`src/sv/bal_pkg.sv`:
```
// Shared types and constants for the buddy allocator.
package bal_pkg;

    typedef enum logic [1:0] {
        STATUS_ALLOC = 2'd0,
        STATUS_FAIL  = 2'd1,
        STATUS_FREED = 2'd2
    } status_t;

    localparam logic CMD_ALLOC = 1'b0;
    localparam logic CMD_FREE  = 1'b1;

    localparam int REQ_W = 16;
    localparam int OFF_W = 12;
    localparam int LVL_W = 3;

    typedef enum logic [3:0] {
        ST_IDLE,
        ST_SCAN_RD,
        ST_SCAN_CHK,
        ST_SPLIT,
        ST_FREE_SET,
        ST_MRG_RD,
        ST_MRG_CHK,
        ST_MRG_CLR,
        ST_DONE
    } state_t;

endpackage

```
`src/sv/bal_map_mem.sv`:
```
// Free-bit map memory: one port for read and write, registered read data.
module bal_map_mem #(
    parameter int DEPTH = 256,
    parameter int AW    = 8
) (
    input  logic          aclk,
    input  logic          we,
    input  logic [AW-1:0] addr,
    input  logic          wdata,
    output logic          rdata
);
    logic mem [DEPTH];

    always_ff @(posedge aclk) begin
        if (we) begin
            mem[addr] <= wdata;
        end
        rdata <= mem[addr];
    end

endmodule

```
`src/sv/buddy_allocator.sv`:
```
// Buddy allocator top level: control sequencer around the free-bit map memory.
// Free bits sit in one single-port memory of 2^LEVELS entries, one bit each.
// After reset a clearing pass over all 2^LEVELS entries runs while s_tready stays low.
// Allocate: the scan reads and checks each block visited (up to 2^LEVELS - 1 of them),
// then splits one level at a time; free: set, read the buddy, clear both per merge.
// A done state follows; the result waits in a register and blocks input until taken.
module buddy_allocator #(
    parameter int LEVELS    = 8,
    parameter int MIN_BYTES = 32
) (
    input  logic        aclk,
    input  logic        aresetn,
    input  logic        s_tvalid,
    output logic        s_tready,
    input  logic [31:0] s_tdata,  // command[0], request_bytes[16:1], block_offset[28:17]
    output logic        m_tvalid,
    input  logic        m_tready,
    output logic [23:0] m_tdata   // status[1:0], result_offset[13:2], result_level[16:14]
);
    import bal_pkg::*;

    localparam int AW    = LEVELS;
    localparam int DEPTH = 1 << LEVELS;
    localparam int LW    = $clog2(LEVELS + 1);
    localparam int MINSH = $clog2(MIN_BYTES);

    state_t state_reg, state_next;
    logic [AW-1:0] clr_reg;
    logic          clr_busy_reg;
    logic          cmd_reg;
    logic [LW-1:0] k_reg, k_next, lvl_reg, lvl_next;
    logic [AW-1:0] blk_reg, blk_next;
    logic [1:0]    st_reg;
    logic [OFF_W-1:0] ro_reg;
    logic [LVL_W-1:0] rl_reg;
    logic          mv_reg;

    logic          we;
    logic [AW-1:0] addr;
    logic          wdata;
    logic          rdata;

    logic [REQ_W-1:0] in_req;
    logic [OFF_W-1:0] in_off;
    logic [LW-1:0]    in_k;
    logic             done;

    assign in_req = s_tdata[16:1];
    assign in_off = s_tdata[28:17];

    function automatic logic [AW-1:0] idx(input logic [LW-1:0] l, input logic [AW-1:0] b);
        logic [AW-1:0] cnt;
        cnt = AW'((1 << (LEVELS - 1)) >> l);
        return (cnt - AW'(1)) + (b & (cnt - AW'(1)));
    endfunction

    always_comb begin
        in_k = LW'(LEVELS);
        for (int i = LEVELS - 1; i >= 0; i--) begin
            if ({16'd0, in_req} <= (32'(MIN_BYTES) << i)) begin
                in_k = LW'(i);
            end
        end
    end

    bal_map_mem #(.DEPTH(DEPTH), .AW(AW)) u_mem (
        .aclk (aclk), .we (we), .addr (addr), .wdata (wdata), .rdata (rdata)
    );

    assign s_tready = (state_reg == ST_IDLE) && !clr_busy_reg && !mv_reg;
    assign done = (state_reg == ST_DONE);

    always_comb begin
        state_next = state_reg;
        k_next = k_reg;
        lvl_next = lvl_reg;
        blk_next = blk_reg;
        case (state_reg)
            ST_IDLE: begin
                if (s_tvalid && s_tready) begin
                    k_next = in_k;
                    lvl_next = in_k;
                    blk_next = AW'((32'(in_off) >> MINSH) >> in_k);
                    if (in_k >= LW'(LEVELS)) begin
                        state_next = ST_DONE;
                    end else if (s_tdata[0] == CMD_ALLOC) begin
                        blk_next = '0;
                        state_next = ST_SCAN_RD;
                    end else begin
                        state_next = ST_FREE_SET;
                    end
                end
            end
            ST_SCAN_RD: state_next = ST_SCAN_CHK;
            ST_SCAN_CHK: begin
                if (rdata) begin
                    state_next = (lvl_reg == k_reg) ? ST_DONE : ST_SPLIT;
                end else if (blk_reg == AW'(((1 << (LEVELS - 1)) >> lvl_reg) - 1)) begin
                    blk_next = '0;
                    lvl_next = lvl_reg + LW'(1);
                    state_next = (lvl_reg == LW'(LEVELS - 1)) ? ST_DONE : ST_SCAN_RD;
                end else begin
                    blk_next = blk_reg + AW'(1);
                    state_next = ST_SCAN_RD;
                end
            end
            ST_SPLIT: begin
                lvl_next = lvl_reg - LW'(1);
                blk_next = blk_reg << 1;
                if (lvl_reg - LW'(1) == k_reg) begin
                    state_next = ST_DONE;
                end
            end
            ST_FREE_SET: begin
                state_next = (lvl_reg == LW'(LEVELS - 1)) ? ST_DONE : ST_MRG_RD;
            end
            ST_MRG_RD: state_next = ST_MRG_CHK;
            ST_MRG_CHK: state_next = rdata ? ST_MRG_CLR : ST_DONE;
            ST_MRG_CLR: begin
                blk_next = blk_reg >> 1;
                lvl_next = lvl_reg + LW'(1);
                state_next = ST_FREE_SET;
            end
            ST_DONE: state_next = ST_IDLE;
            default: state_next = ST_IDLE;
        endcase
    end

    always_comb begin
        we = 1'b0;
        wdata = 1'b0;
        addr = idx(lvl_reg, blk_reg);
        if (clr_busy_reg) begin
            we = 1'b1;
            addr = clr_reg;
            wdata = (clr_reg == '0);
        end else begin
            case (state_reg)
                ST_SCAN_CHK: begin
                    we = rdata;
                end
                ST_SPLIT: begin
                    we = 1'b1;
                    wdata = 1'b1;
                    addr = idx(lvl_reg - LW'(1), (blk_reg << 1) | AW'(1));
                end
                ST_FREE_SET: begin
                    we = 1'b1;
                    wdata = 1'b1;
                end
                ST_MRG_RD, ST_MRG_CHK: begin
                    addr = idx(lvl_reg, blk_reg ^ AW'(1));
                    we = (state_reg == ST_MRG_CHK) && rdata;
                end
                ST_MRG_CLR: begin
                    we = 1'b1;
                end
                default: we = 1'b0;
            endcase
        end
    end

    always_ff @(posedge aclk) begin
        if (!aresetn) begin
            state_reg <= ST_IDLE;
            clr_reg <= '0;
            clr_busy_reg <= 1'b1;
            mv_reg <= 1'b0;
        end else begin
            if (clr_busy_reg) begin
                clr_reg <= clr_reg + AW'(1);
                if (clr_reg == AW'(DEPTH - 1)) begin
                    clr_busy_reg <= 1'b0;
                end
            end
            state_reg <= state_next;
            if (m_tvalid && m_tready) begin
                mv_reg <= 1'b0;
            end
            if (done) begin
                mv_reg <= 1'b1;
            end
        end
    end

    always_ff @(posedge aclk) begin
        k_reg <= k_next;
        blk_reg <= blk_next;
        lvl_reg <= lvl_next;
        if (s_tvalid && s_tready) begin
            cmd_reg <= s_tdata[0];
        end
        if (done) begin
            if (k_reg >= LW'(LEVELS) || (cmd_reg == CMD_ALLOC && lvl_reg >= LW'(LEVELS))) begin
                st_reg <= STATUS_FAIL;
                ro_reg <= '0;
                rl_reg <= '0;
            end else begin
                st_reg <= (cmd_reg == CMD_ALLOC) ? STATUS_ALLOC : STATUS_FREED;
                ro_reg <= OFF_W'((32'(blk_reg) << lvl_reg) << MINSH);
                rl_reg <= LVL_W'(lvl_reg);
            end
        end
    end

    assign m_tvalid = mv_reg;
    assign m_tdata  = {7'd0, rl_reg, ro_reg, st_reg};

    a_no_accept_busy: assert property (@(posedge aclk) disable iff (!aresetn)
        s_tready |-> (state_reg == ST_IDLE && !m_tvalid))
        else $error("input taken while busy");
    a_status_code: assert property (@(posedge aclk) disable iff (!aresetn)
        m_tvalid |-> (m_tdata[1:0] != 2'd3))
        else $error("bad status code");
    a_done_valid: assert property (@(posedge aclk) disable iff (!aresetn)
        done |=> m_tvalid)
        else $error("result lost");

endmodule
```
`config.mk`:
```
export PLATFORM = sky130hd
export DESIGN_NAME = buddy_allocator
export DESIGN_NICKNAME = d
export VERILOG_FILES = /design/src/sv/bal_pkg.sv /design/src/sv/bal_map_mem.sv /design/src/sv/buddy_allocator.sv
export SDC_FILE = /design/constraint.sdc
export NUM_CORES = 1
export LEC_CHECK = 0
export ABC_AREA = 1
export BUFFER_PORTS_ARGS = -buffer_cell sky130_fd_sc_hd__buf_2
export CORE_MARGIN = 10
export CORE_UTILIZATION = 70
export CTS_BUF_LIST = sky130_fd_sc_hd__clkbuf_8
export CTS_CLUSTER_DIAMETER = 40
export CTS_CLUSTER_SIZE = 16
export DETAILED_ROUTE_END_ITERATION = 16
export PLACE_DENSITY = 0.95
export SLEW_MARGIN = 20
export SYNTH_ARGS = -nofsm -noshare
export SYNTH_HDL_FRONTEND = slang
export SYNTH_SLANG_ARGS = --single-unit
```
`constraint.sdc`:
```
create_clock -name aclk -period 47.3 [get_ports aclk]
set_clock_uncertainty 0.2 [all_clocks]
set_input_delay 2.365 -clock aclk [delete_from_list [all_inputs] [get_ports aclk]]
set_output_delay 2.365 -clock aclk [all_outputs]
set_load 0.02 [all_outputs]
```
* After elaboration in Yosys (flattened, before gate mapping)
Memories as Yosys holds them, arrays and structs flattened. A register that Yosys moved wholly into a read port is not among the register bits. Index checks and enable logic that the tools add are counted.
Word-level totals: register bits 48, memory bits (writable) 256, input port bits 36, output and inout port bits 26, word-level logic and storage cells 122, memories kept 1
Cells by class: add/sub/neg operators 10, magnitude comparators 11, equality and inequality tests 17, shift-type cells 4, muxes and demuxes 42, bitwise logic cells 5, reduce and logical (&&, ||, !) cells 20
Memory list:
- u_mem.mem | depth 256, bits a word 1, read ports 1, clocked after Yosys merged registers in 1, wr ports 1, RTL line bal_map_mem.sv:12 | logic mem [DEPTH];
Operators with widths (count):
- $mux W4 | 20
- $mux W8 | 6
- $pmux W4 S8 | 1
- $pmux W8 S4 | 1
- $add A8 B8 Y8 | 3
- $and A8 B8 Y8 | 3
- $eq A4 B3 Y1 const B | 5
- $add A8 B1 Y8 const B | 2
- $le A16 B10 Y1 const B | 1
- $le A16 B11 Y1 const B | 1
- $le A16 B12 Y1 const B | 1
- $le A16 B13 Y1 const B | 1
- $le A16 B6 Y1 const B | 1
- $le A16 B7 Y1 const B | 1
- $le A16 B8 Y1 const B | 1
- $le A16 B9 Y1 const B | 1
- $pmux W4 S4 | 1
- $pmux W8 S2 | 1
- $shr A8 B4 Y8 const A | 2
- $sub A8 B1 Y8 const B | 2
- $ge A4 B4 Y1 const B | 3
- $mux W1 | 9
- $eq A4 B2 Y1 const B | 2
- $eq A4 B4 Y1 | 2
- other kinds (27) | 38

* Longest topological paths before layout
depth in word-level cells 14, depth in mapped cells 31, mapped depth without buffers 30

* By module
From an unflattened synthesis, not the netlist that was laid out.
Unflattened totals: cells, all modules 1964, area total of the unflattened synthesis 16145.5 um^2
Modules (own cells, without submodules):
- bal_map_mem | instances 1, cells an instance 1305, area an instance 11771.3 um^2, sequential area each 7707.4 um^2
- buddy_allocator | instances 1, cells an instance 659, area an instance 4374.2 um^2, sequential area each 1151.1 um^2

* Least setup slack after synthesis
OpenSTA, ideal clock, no wires.
path kind register to register, start register clr_busy_reg, end memory u_mem.mem[0] (data pin), setup time 2.962 ns, arrival time 15.344 ns, setup slack 28.794 ns, cell stages (with the launch flop) 5, path buffers 2, clock period less this slack 18.506 ns, cell sequence dfxtp_1 -> clkbuf_1 -> nand2_1 -> clkbuf_1 -> o41ai_1
On the way: cells in the longest elaborated chain, start to end 1
RTL lines:
- start: declaration | RTL line buddy_allocator.sv:29 | logic clr_busy_reg;
- start signal: assignment | RTL line buddy_allocator.sv:167 | clr_busy_reg <= 1'b1;
- start signal: assignment | RTL line buddy_allocator.sv:173 | clr_busy_reg <= 1'b0;
- $mux W1 | RTL line buddy_allocator.sv:133 | if (clr_busy_reg) begin
- via u_mem.wdata | RTL line bal_map_mem.sv:9 | input logic wdata,
- end: declaration | RTL line bal_map_mem.sv:12
The timed path passes the listed nets, and every way through them passes these cells.

* Final worst setup path
start register lvl_reg[1], end memory u_mem.mem[43] (enable)
On the way: cells in the longest elaborated chain, start to end 7
RTL lines:
- start: declaration | RTL line buddy_allocator.sv:31 | logic [LW-1:0] k_reg, k_next, lvl_reg, lvl_next;
- start signal: assignment | RTL line buddy_allocator.sv:189 | lvl_reg <= lvl_next;
- $sub A4 B1 Y4 | RTL line buddy_allocator.sv:145 | addr = idx(lvl_reg - LW'(1), (blk_reg << 1) | AW'(1));
- $shr A8 B4 Y8 | RTL line buddy_allocator.sv:53 | cnt = AW'((1 << (LEVELS - 1)) >> l);
- $sub A8 B1 Y8 | RTL line buddy_allocator.sv:54 | return (cnt - AW'(1)) + (b & (cnt - AW'(1)));
- $and A8 B8 Y8 | RTL line buddy_allocator.sv:54
- $add A8 B8 Y8 | RTL line buddy_allocator.sv:54
- $pmux W8 S2 * | RTL line buddy_allocator.sv:138 | case (state_reg)
- $mux W8 * | RTL line buddy_allocator.sv:133
Mark *: on every way between the ends. The rest lies on a longest branch, timed or not.

==> key figures <==
Logic synthesis
  – Mapped Cells: around 2100
  – Synth area leader: sky130_fd_sc_hd__edfxtp_1
  – Area fraction of the dominant cell type after synthesis: 0.490
  – Yosys warnings: 0
  – Synth async-reset ratio: 0
  – Area contributors post-synth: sky130_fd_sc_hd__edfxtp_1, sky130_fd_sc_hd__nand2_1, sky130_fd_sc_hd__nor2_1
  – Sequential share of the synthesized area: 0.507
  – Flop and latch count out of synthesis: 300
  – Multiplexer area fraction after synthesis: 0
  – Synth Area per Inst: between 8 and 9 um2
  – Parity-gate share of the synthesized area counting xor and xnor cells: 0.00903
  – Simple logic cell fraction of the synthesized area: 0.364
  – Dominant combinational cell family by area after synthesis: simple AND/OR/NAND/NOR gates
  – Post-synth EDFFs: 285
  – Cell variety after synth: 52
  – Area fraction in compound gates after synthesis: 0.0344
  – Most used DFF post-synth: sky130_fd_sc_hd__edfxtp_1
  – Cell area after synthesis: 17500 um2
  – Post-synthesis adder-cell area fraction: 0.0186

Place
  – Detailed-placement wirelength estimate: 25.9 mm
  – RePlAce Congestion: roughly 0.89
  – Cell area after placement: between 15000 and 20000 um2
  – Port bufs: between 40 and 50

GRT
  – Via count of the first global-routing pass: 13800
  – Antenna violations before repair: 1
  – Total GRT Usage: 0.269
  – Largest net degree at the start of global routing: between 200 and 300
  – Wire length of the first global-routing pass: 68.3 mm
  – Overflow after GRT: 0

Layout
  – Fraction of the core area covered by cells at the end of the flow: 0.749
  – Fraction of final layout cells with drive strength greater than 1: 0.158
  – Antenna diode count: 0
  – Area Growth Syn to Fin: 4.85%
  – Max reg flops: between 200 and 300
  – Post-layout nets: ~2100
  – Design Area, Final: ~18000 um2

Clock tree
  – Clock insertion delay at the later pin of the skew report: 570 ps
  – TritonCTS clock tree: done
  – # clock sinks: 300
  – Count of hold buffers inserted by post-cts repair: 0
  – CTS root buffer: sky130_fd_sc_hd__clkbuf_8
  – Cts bufs inserted: 38
  – Resized cells post-CTS: 0
  – CTS clock-pin slew for the worst setup and hold paths: 80 ps
  – Number of buffers inserted to repair setup after CTS: 0
  – H-tree Lvls: 2
  – Maximum count of clock buffers along a single path: 3

STA
  – Fin Hold WS: between 300 and 400 ps
  – Worst max-slew margin expressed relative to the limit: 0.212
  – Post-route clock period utilization: 0.126
  – Achievable Freq: 0.167 GHz
  – Minimum clock period after layout: approximately 6000 ps
  – Total negative slack for setup checks: 0 ps
  – Hold Fails Final Rpt: 0
  – Setup violators final: 0
  – Unrepaired setup endpoints after global routing: no
  – Slew at the pin closest to its max-slew limit: 1170 ps
  – Final count of pins violating max slew: 0

Worst hold path
  – Type of the most critical hold path: reg -> reg

Route
  – Routed via count divided by cell count: around 6.0
  – Remaining number of nets flagged by the antenna check after routing: 0
  – Routed vias: 14500
  – WL final: ~43 mm
  – DRT iter0 DRCs: roughly 2200
  – Total DRC errors in the routed layout: 0
  – Detail-routed net length per standard cell: 17.8 um
  – Pre-Repair DR Iteration Count: 6

Die
  – Number of top-level pins: 62
  – X dimension of the die: approximately 180 um
  – Initial core utilization: 0.714
  – DIE AREA: 31700 um2
  – Core Region: between 20000 and 25000 um2
  – Die outline height: 178 um
  – Site row count: 57

Worst setup path
  – CP Data Arrival Time: between 6000 and 7000 ps
  – Series of cell instances along the critical path: ha_1 > ha_1 > nand2_1 > ha_1 > inv_1 > ha_1 > ha_1 > nand2_1 > nand3_1 > nand2_1 > nand2_2 > inv_2 > buf_4 > nor3_4 > nand2_1 > nor2_1
  – Cell seen most often among critical-path stages: sky130_fd_sc_hd__ha_1
  – Highest cell delay on the worst timing path: 710 ps
  – Max Fanout on Critical Path: 40
  – Critical path class: reg -> reg
  – Worst setup SP type: flop
  – Critical Path RT: about 47000 ps
  – Slowest cell on the critical path: sky130_fd_sc_hd__edfxtp_1
  – Endpoint class of the critical path: flop

Power and ir drop
  – IR drop worst, VDD: 31.3 uV
  – Total power per unit cell area: slightly above 30 nW/um2
  – Sum of internal, switching and leakage power: 554 uW
  – Static leakage: approximately 7.7 nW

Flow run
  – Max-cap viol count: 0

Outcome
  – Outcome: complete, no violations
## cell usage in the layout (no fill, tap or decap), types with 5 or more instances in the layout
cell type,netlist,routed
sky130_fd_sc_hd__nand2_1,863,862
sky130_fd_sc_hd__edfxtp_1,285,285
sky130_fd_sc_hd__nor2_1,220,220
sky130_fd_sc_hd__nor2_2,123,123
sky130_fd_sc_hd__nand3_1,110,110
sky130_fd_sc_hd__inv_1,98,100
sky130_fd_sc_hd__clkbuf_8,0,41
sky130_fd_sc_hd__buf_2,44,41
sky130_fd_sc_hd__o21ai_0,28,28
sky130_fd_sc_hd__ha_1,26,26
sky130_fd_sc_hd__nand2_4,24,25
sky130_fd_sc_hd__nand2_2,24,24
sky130_fd_sc_hd__a21oi_1,24,24
sky130_fd_sc_hd__nor3_1,17,16
sky130_fd_sc_hd__dfxtp_1,15,15
sky130_fd_sc_hd__inv_2,15,14
sky130_fd_sc_hd__conb_1,1,12
sky130_fd_sc_hd__nor4_1,9,9
sky130_fd_sc_hd__xor2_1,9,9
sky130_fd_sc_hd__xnor2_1,9,9
sky130_fd_sc_hd__clkinv_1,3,8
sky130_fd_sc_hd__nand4_1,8,8
sky130_fd_sc_hd__clkinvlp_4,0,8
sky130_fd_sc_hd__buf_4,25,7
sky130_fd_sc_hd__nand3_2,6,6
sky130_fd_sc_hd__o221ai_1,6,6
sky130_fd_sc_hd__nor2_8,5,5
sky130_fd_sc_hd__clkinv_4,0,5
## critical path, delay by kind of cell (launching register included)
| family | cells | cell delay, ps |
|---|---|---|
| simple gates | 8 | 2260 |
| fa+ha+maj | 5 | 1510 |
| buf+inv | 3 | 950 |
| flops | 1 | 710 |
## stage by stage
step | setup WS, ps | cells
2_1_floorplan | 28790 | 2100
3_3_place_gp | 41590 | 2365
3_5_place_dp | 41470 | 2365
4_1_cts | 41430 | 2435
5_1_grt | 41080 | 2435
6_report | 41330 | 2435
## synthesized netlist by cell type (15+ instances only)
cell type	instances
sky130_fd_sc_hd__nand2_2	24
sky130_fd_sc_hd__nor2_2	123
sky130_fd_sc_hd__nand3_1	110
sky130_fd_sc_hd__clkbuf_1	18
sky130_fd_sc_hd__nand2_4	24
sky130_fd_sc_hd__buf_6	19
sky130_fd_sc_hd__inv_2	15
sky130_fd_sc_hd__nor3_1	17
sky130_fd_sc_hd__buf_4	25
sky130_fd_sc_hd__a21oi_1	24
sky130_fd_sc_hd__ha_1	26
sky130_fd_sc_hd__nand2_1	863
sky130_fd_sc_hd__o21ai_0	28
sky130_fd_sc_hd__edfxtp_1	285
sky130_fd_sc_hd__nor2_1	220
sky130_fd_sc_hd__dfxtp_1	15
sky130_fd_sc_hd__buf_2	44
sky130_fd_sc_hd__inv_1	98
## routing by layer
layer / track usage / share of wire
met1: 0.319 / 0.35
met2: 0.467 / 0.50
met3: 0.0425 / 0.11
met4: 0.129 / 0.040
met5: 0 / 0.00018
## cells by family after synthesis
family | count (synthesis)
simple gates | 1428
flops | 300
buf+inv | 225
compound gates | 91
fa+ha+maj | 26
xor+xnor | 18
other cells | 1
## report_power, final
part           total [mW]  internal (mW)  leakage, nW  switching, mW
Clock               0.200         0.0955        0.395          0.105
Sequential          0.298          0.298         2.69       0.000454
Combinational      0.0552         0.0127         4.57         0.0425
Total               0.554          0.406         7.65          0.148
## worst paths after layout
kind	start	endpoint	slack (ps)	cells after the start
min	clr_reg[0]	clr_reg[0]	310	2
max	lvl_reg[1]	u_mem.mem[43]	41330	16
min reg2reg	clr_reg[0]	clr_reg[0]	310	2
max reg2reg	lvl_reg[1]	u_mem.mem[43]	41330	16
## cell type report
cell class / count / area, um2
Sequential cell: 300 / 8860
Multi-Input combinational cell: 1575 / 7520
Fill cell: 1596 / 6150
Clock buffer: 41 / 564
Inverter: 117 / 444
Tap cell: 324 / 405
Timing Repair Buffer: 49 / 278
Clock inverter: 29 / 243
No activity file was read; power rests on OpenSTA's default activity.
